File: src/rtl/smpq_pkg.sv
// Types and codes shared by the sorted minimum priority queue.
package smpq_pkg;

   localparam int VALUE_W = 32;
   localparam int MODE_W = 2;
   localparam int STATUS_W = 2;
   localparam int COUNT_W = 5;
   localparam int CAP_W = 5;

   localparam logic [CAP_W-1:0] CAP_RESET = 5'd16;

   localparam logic [MODE_W-1:0] MODE_ENQUEUE = 2'd0;
   localparam logic [MODE_W-1:0] MODE_DEQUEUE = 2'd1;
   localparam logic [MODE_W-1:0] MODE_PEEK = 2'd2;

   localparam logic [STATUS_W-1:0] STATUS_OK = 2'd0;
   localparam logic [STATUS_W-1:0] STATUS_FULL = 2'd1;
   localparam logic [STATUS_W-1:0] STATUS_EMPTY = 2'd2;

   typedef struct packed {
      logic [MODE_W-1:0]         mode;
      logic signed [VALUE_W-1:0] value;
   } req_type;

   typedef struct packed {
      logic signed [VALUE_W-1:0] value_out;
      logic [STATUS_W-1:0]       status;
      logic [COUNT_W-1:0]        count;
   } rsp_type;

   typedef enum logic [1:0] {
      CELL_HOLD,
      CELL_INSERT,
      CELL_REMOVE
   } cell_op_type;

   typedef struct packed {
      cell_op_type               op;
      logic signed [VALUE_W-1:0] value;
   } cell_ctrl_type;

endpackage

File: src/rtl/smpq_cell.sv
// One storage cell of the sorted queue: holds an entry and trades with its neighbors.
module smpq_cell (
   input  logic                                 clock,
   input  smpq_pkg::cell_ctrl_type              ctrl,
   input  logic                                 held,
   input  logic                                 prev_lt,
   input  logic signed [smpq_pkg::VALUE_W-1:0]  prev_value,
   input  logic signed [smpq_pkg::VALUE_W-1:0]  next_value,
   output logic signed [smpq_pkg::VALUE_W-1:0]  entry,
   output logic                                 lt
);
   import smpq_pkg::*;

   logic signed [VALUE_W-1:0] entry_ff;
   logic signed [VALUE_W-1:0] entry_in;

   assign entry = entry_ff;
   assign lt = entry_ff < ctrl.value;

   always_comb begin
      entry_in = entry_ff;
      case (ctrl.op)
         CELL_INSERT: begin
            if (held && lt) begin
               entry_in = entry_ff;
            end else if (prev_lt) begin
               entry_in = ctrl.value;
            end else begin
               entry_in = prev_value;
            end
         end
         CELL_REMOVE: entry_in = next_value;
         default: entry_in = entry_ff;
      endcase
   end

   always_ff @(posedge clock) begin
      entry_ff <= entry_in;
   end

endmodule

File: src/rtl/sorted_min_priority_queue.sv
// Sorted minimum priority queue: a row of compare-and-shift cells plus control.
// Entries sit in ascending order in a row of DEPTH cells, the smallest in the first cell.
// Every cell compares its entry with the incoming value at once, so an enqueue,
// dequeue or peek is done in the cycle it is taken and one item is taken per cycle; the
// result sits in an output register, and the input stalls only while that
// register holds a result that the output side has stalled. Among equal values
// the newest leaves first. The capacity register (reset 16) limits the held count
// to min(capacity, DEPTH); a capacity of zero makes every enqueue report full.
module sorted_min_priority_queue #(
   parameter int DEPTH = 16
) (
   input  logic                          clock,
   input  logic                          reset,
   input  logic                          req_valid,
   output logic                          req_stall,
   input  smpq_pkg::req_type             req,
   output logic                          rsp_valid,
   input  logic                          rsp_stall,
   output smpq_pkg::rsp_type             rsp,
   input  logic                          csr_wr_en,
   input  logic [smpq_pkg::CAP_W-1:0]    csr_wr_data
);
   import smpq_pkg::*;

   localparam int CW = $clog2(DEPTH + 1);
   localparam int CMPW = (CW > CAP_W) ? CW : CAP_W;

   logic [CAP_W-1:0]          cap_ff;
   logic [CW-1:0]             count_ff;
   logic [CW-1:0]             count_in;
   logic                      rsp_valid_ff;
   rsp_type                   rsp_ff;
   rsp_type                   rsp_in;
   cell_ctrl_type             ctrl;
   logic                      accept;
   logic                      full;
   logic signed [VALUE_W-1:0] entry [DEPTH];
   logic                      lt [DEPTH];

   assign req_stall = rsp_valid_ff && rsp_stall;
   assign accept = req_valid && !req_stall;
   assign rsp_valid = rsp_valid_ff;
   assign rsp = rsp_ff;
   assign full = (CMPW'(count_ff) >= CMPW'(cap_ff)) || (count_ff == CW'(DEPTH));

   always_comb begin
      count_in = count_ff;
      ctrl.op = CELL_HOLD;
      ctrl.value = req.value;
      rsp_in.value_out = '0;
      rsp_in.status = STATUS_OK;
      case (req.mode)
         MODE_ENQUEUE: begin
            if (full) begin
               rsp_in.status = STATUS_FULL;
            end else begin
               ctrl.op = CELL_INSERT;
               count_in = count_ff + 1'b1;
            end
         end
         MODE_DEQUEUE, MODE_PEEK: begin
            if (count_ff == '0) begin
               rsp_in.status = STATUS_EMPTY;
            end else begin
               rsp_in.value_out = entry[0];
               if (req.mode == MODE_DEQUEUE) begin
                  ctrl.op = CELL_REMOVE;
                  count_in = count_ff - 1'b1;
               end
            end
         end
         default: begin
            count_in = count_ff;
         end
      endcase
      if (!accept) begin
         ctrl.op = CELL_HOLD;
         count_in = count_ff;
      end
      rsp_in.count = COUNT_W'(count_in);
   end

   for (genvar i = 0; i < DEPTH; i++) begin : g_cell
      logic                      prev_lt;
      logic signed [VALUE_W-1:0] prev_value;
      logic signed [VALUE_W-1:0] next_value;

      if (i == 0) begin : g_first
         assign prev_lt = 1'b1;
         assign prev_value = req.value;
      end else begin : g_rest
         assign prev_lt = lt[i-1];
         assign prev_value = entry[i-1];
      end

      if (i == DEPTH - 1) begin : g_last
         assign next_value = entry[i];
      end else begin : g_inner
         assign next_value = entry[i+1];
      end

      smpq_cell u_cell (
         .clock      (clock),
         .ctrl       (ctrl),
         .held       (count_ff > CW'(i)),
         .prev_lt    (prev_lt),
         .prev_value (prev_value),
         .next_value (next_value),
         .entry      (entry[i]),
         .lt         (lt[i])
      );
   end

   always_ff @(posedge clock) begin
      if (reset) begin
         cap_ff <= CAP_RESET;
         count_ff <= '0;
         rsp_valid_ff <= 1'b0;
      end else begin
         if (csr_wr_en) begin
            cap_ff <= csr_wr_data;
         end
         count_ff <= count_in;
         if (accept) begin
            rsp_valid_ff <= 1'b1;
         end else if (!rsp_stall) begin
            rsp_valid_ff <= 1'b0;
         end
      end
   end

   always_ff @(posedge clock) begin
      if (accept) begin
         rsp_ff <= rsp_in;
      end
   end

endmodule

File: config.mk
export PLATFORM = sky130hd
export DESIGN_NAME = sorted_min_priority_queue
export DESIGN_NICKNAME = d
export VERILOG_FILES = /design/src/rtl/smpq_pkg.sv /design/src/rtl/smpq_cell.sv /design/src/rtl/sorted_min_priority_queue.sv
export SDC_FILE = /design/constraint.sdc
export NUM_CORES = 2
export LEC_CHECK = 0
export ABC_AREA = 1
export BUFFER_PORTS_ARGS = -buffer_cell sky130_fd_sc_hd__buf_2
export CAP_MARGIN = 10
export CORE_MARGIN = 2
export CORE_UTILIZATION = 60
export DETAILED_ROUTE_END_ITERATION = 8
export PLACE_DENSITY = 0.75
export SLEW_MARGIN = 20
export SYNTH_ARGS = -nofsm -noshare
export SYNTH_HDL_FRONTEND = slang
export SYNTH_SLANG_ARGS = --single-unit
File: constraint.sdc
create_clock -name clock -period 13.55 [get_ports clock]
set_input_delay 2.71 -clock clock [delete_from_list [all_inputs] [get_ports clock]]
set_output_delay 2.71 -clock clock [all_outputs]
set_load 0.01 [all_outputs]
==> flow_summary.toml <==
[route]
top_layer = "met4"
wl_met1_um = 49700
routed_wl_um = 132000
drc = 0
vias = 40077
antenna_left = 0
dr.pass1.iters = 9
wl_met3_um = 11700
first_iter_violations = 4619
vias_per_cell = 6.15
met2_length_um = 62900
wl_per_cell_um = 20.2

[cells_and_area]
multiInputGateArea_um2 = 22500
diodes = 0
final-seq-area_um2 = 16800
fin_nets = 6067
drive_above_1_share_pct = 5.32
n_fill_cell = 6249
area_delta_synth_final_pct = 6.56
design_area_um2 = 46000

[clocking]
cts_tree = "built"
clk_latency_ns = 0.63
cts_root_buffer = "clkbuf_16"
ctsHoldBuffers = 0
cts_resized = 0
cts_setup_buffers = 0
clk_pin_slew_ns = 0.06
clk_path_buf_depth = 3
h-tree-depth = 3
clock-sinks = 562
cts_buffers = 66

[global_route]
grt_pass1_wl_um = 205000
grt_max_degree = 271
grt_pass1_vias = 38363
grtUsageTotal_pct = 34.8
grt_antenna_before_repair = 1
grt_remaining_overflow = 0

[timing]
fin_skew_ns = 0.0280
hold_violations = 0
hold_ws_ns = 0.474
tns_ns = 0
worstMarginPinSlew_ns = 1.13
slew_headroom_pct = 24.2
setup_viol = 0
rsz0062_at_grt = "no"
fin_crit_sh_pct = 50.1
fmax_ghz = 0.147
slew_violations = 0
finalCriticalPeriod_ns = 6.78

[synth]
yosysMostFrequentCell = "nand2_1"
yosys.area.top_type = "edfxtp_1"
synth_compound_area_share_pct = 5.37
synth_xor_area_share_pct = 0.0406
synth_top_area_share_pct = 38.3
netlist_area_um2 = 43200
synth_mux_area_share_pct = 0
ys_seq_elements = 562
synth_fa_ha_area_share_pct = 14.7
synth_top_family_by_area = "simple AND/OR/NAND/NOR gates"
avgSynthCellArea_um2 = 7.70
yosysSeqAreaShare_pct = 38.8
yosys_most_used_dff = "edfxtp_1"
syn_nets = 6162
yosys.area_share.simple_pct = 31.7
ys_top_cells_by_area = "edfxtp_1 38%, nand3_1 16%, ha_1 15%"
synth-edff-count = 551
async_flop_share_pct = 0
synth_commonest_cells = "1,495 x nand2_1, 1,387 x nand3_1, 587 x inv_1"
synthCells = 5609
synth.distinct_cells = 41
yosys_warnings = 0

[placed_design]
post-dp-hpwl_um = 89400
port_buffers = 84
place.gp.congestion = 0.886
placed_area_um2 = 43700

[power_and_ir_drop]
p_leak_nw = 22.3
power_w = 0.00515
powerDensity_nw_per_um2 = 112
ir_drop_v = 0.0000932

[floorplanning]
pin_count = 85
dieArea_um2 = 74200
die_y_um = 272
die_x_um = 272
start_util_pct = 60.5
rows = 98
core_um2 = 71400

[run_status]
status = "finished, final reports clean"

[worst_setup_path]
reg2reg_to = "g_cell[11].u_cell.entry[31]"
worstPathRequired_ns = 13.88
end_kind = "register"
critPathMaxFanout = 88
criticalPathCategory = "in2reg"
cp-start-kind = "primary input"
r2r_slack_ns = 7.96
crit_path_start = "req[32]"
cp-endpoint = "g_cell[11].u_cell.entry[31]"
crit_arrival_ns = 7.11
r2r-start = "count_ff[0]"
r2r_cells = 12

[flow_run]
max_cap_viol_count = 0

[hold_path]
hold_class = "reg2reg"
-- cells by family after synthesis --
| kind of cell | after synthesis |
|---|---|
| AO/OA/AOI/OAI | 448 |
| XOR/XNOR | 2 |
| buffers and inverters | 949 |
| flip-flops | 562 |
| AND/OR/NAND/NOR | 3139 |
| adder cells (fa/ha/maj) | 509 |
-- metrics by stage --
step | util [%] | setup slack [ns] | std cells
floorplan | - | 7.25 | 5609
detailed placement | 61.3 | 6.27 | 6396
CTS | 64.4 | 6.93 | 6514
global route | 64.5 | 6.49 | 6514
global placement | 61.3 | 6.32 | 6396
finish | 64.5 | 6.77 | 6514
-- report_power, final --
group          switching (W)  leakage, nW  internal [W]  total [W]
Combinational       0.000747         16.1      0.000361    0.00111
Clock               0.000790         1.08       0.00109    0.00189
Sequential         0.0000899         5.15       0.00207    0.00216
-- cell type report --
class	instances	area share (%)
multi-input cells	4098	48.9
flip-flops and latches	562	36.4
inverters	627	5.14
clock buffers	82	3.77
well taps	950	2.58
repair buffers	159	2.14
clock inverters	36	1.08
-- sequential cells by signal, summed over array words and instances (netlist names) --
register             count
count_ff                 5
rsp                     39
cap_ff                   5
rsp_valid                1
g_cell.u_cell.entry    512
-- cells in the final DEF (no fill, tap or decap), types with 3 or more instances in the layout --
| cell type | instances |
|---|---|
| clkbuf_1 | 15 |
| a21oi_1 | 245 |
| buf_2 | 84 |
| o21ai_0 | 118 |
| nand2_2 | 6 |
| edfxtp_1 | 551 |
| o31ai_1 | 4 |
| bufinv_16 | 9 |
| nor4_1 | 3 |
| inv_2 | 12 |
| buf_4 | 75 |
| clkinv_2 | 12 |
| nor2_1 | 177 |
| nand3_1 | 1375 |
| nor3_1 | 32 |
| ha_1 | 509 |
| o21ai_1 | 53 |
| clkinv_8 | 3 |
| a21o_1 | 4 |
| o211ai_1 | 7 |
| nand3b_1 | 6 |
| nand4_1 | 27 |
| o21a_1 | 7 |
| dfxtp_1 | 11 |
| clkbuf_16 | 67 |
| a31oi_1 | 4 |
| clkinv_1 | 33 |
| inv_1 | 587 |
| nand3_2 | 13 |
| nor2_2 | 4 |
| nand2_1 | 1492 |
-- per-layer routing --
metal / GRT usage (%) / vias to the layer above
met3: 5.74 / 524
met4: 18.2 / 0
met1: 42.7 / 18627
li1: - / 18843
met2: 58.9 / 2083
met5: 0 / -
-- worst min-delay path by stage --
stage | start | end | cells past startpoint
floorplan | cap_ff[1] | cap_ff[1] | 2
finish | cap_ff[2] | cap_ff[2] | 2
detailed placement | cap_ff[3] | cap_ff[3] | 2
global route | cap_ff[2] | cap_ff[2] | 2
global placement | cap_ff[2] | cap_ff[2] | 2
CTS | cap_ff[3] | cap_ff[3] | 2
-- critical path: stages --
cell	delay, ns
buf_2	0.10
inv_1	0.04
ha_1	0.37
nand3_2	0.12
nor2_2	0.10
inv_2	0.07
nor2_8	0.75
buf_4	0.77
buf_4	0.83
buf_4	0.87
o21ai_0	0.23
Power figures use the tool's default switching activity.
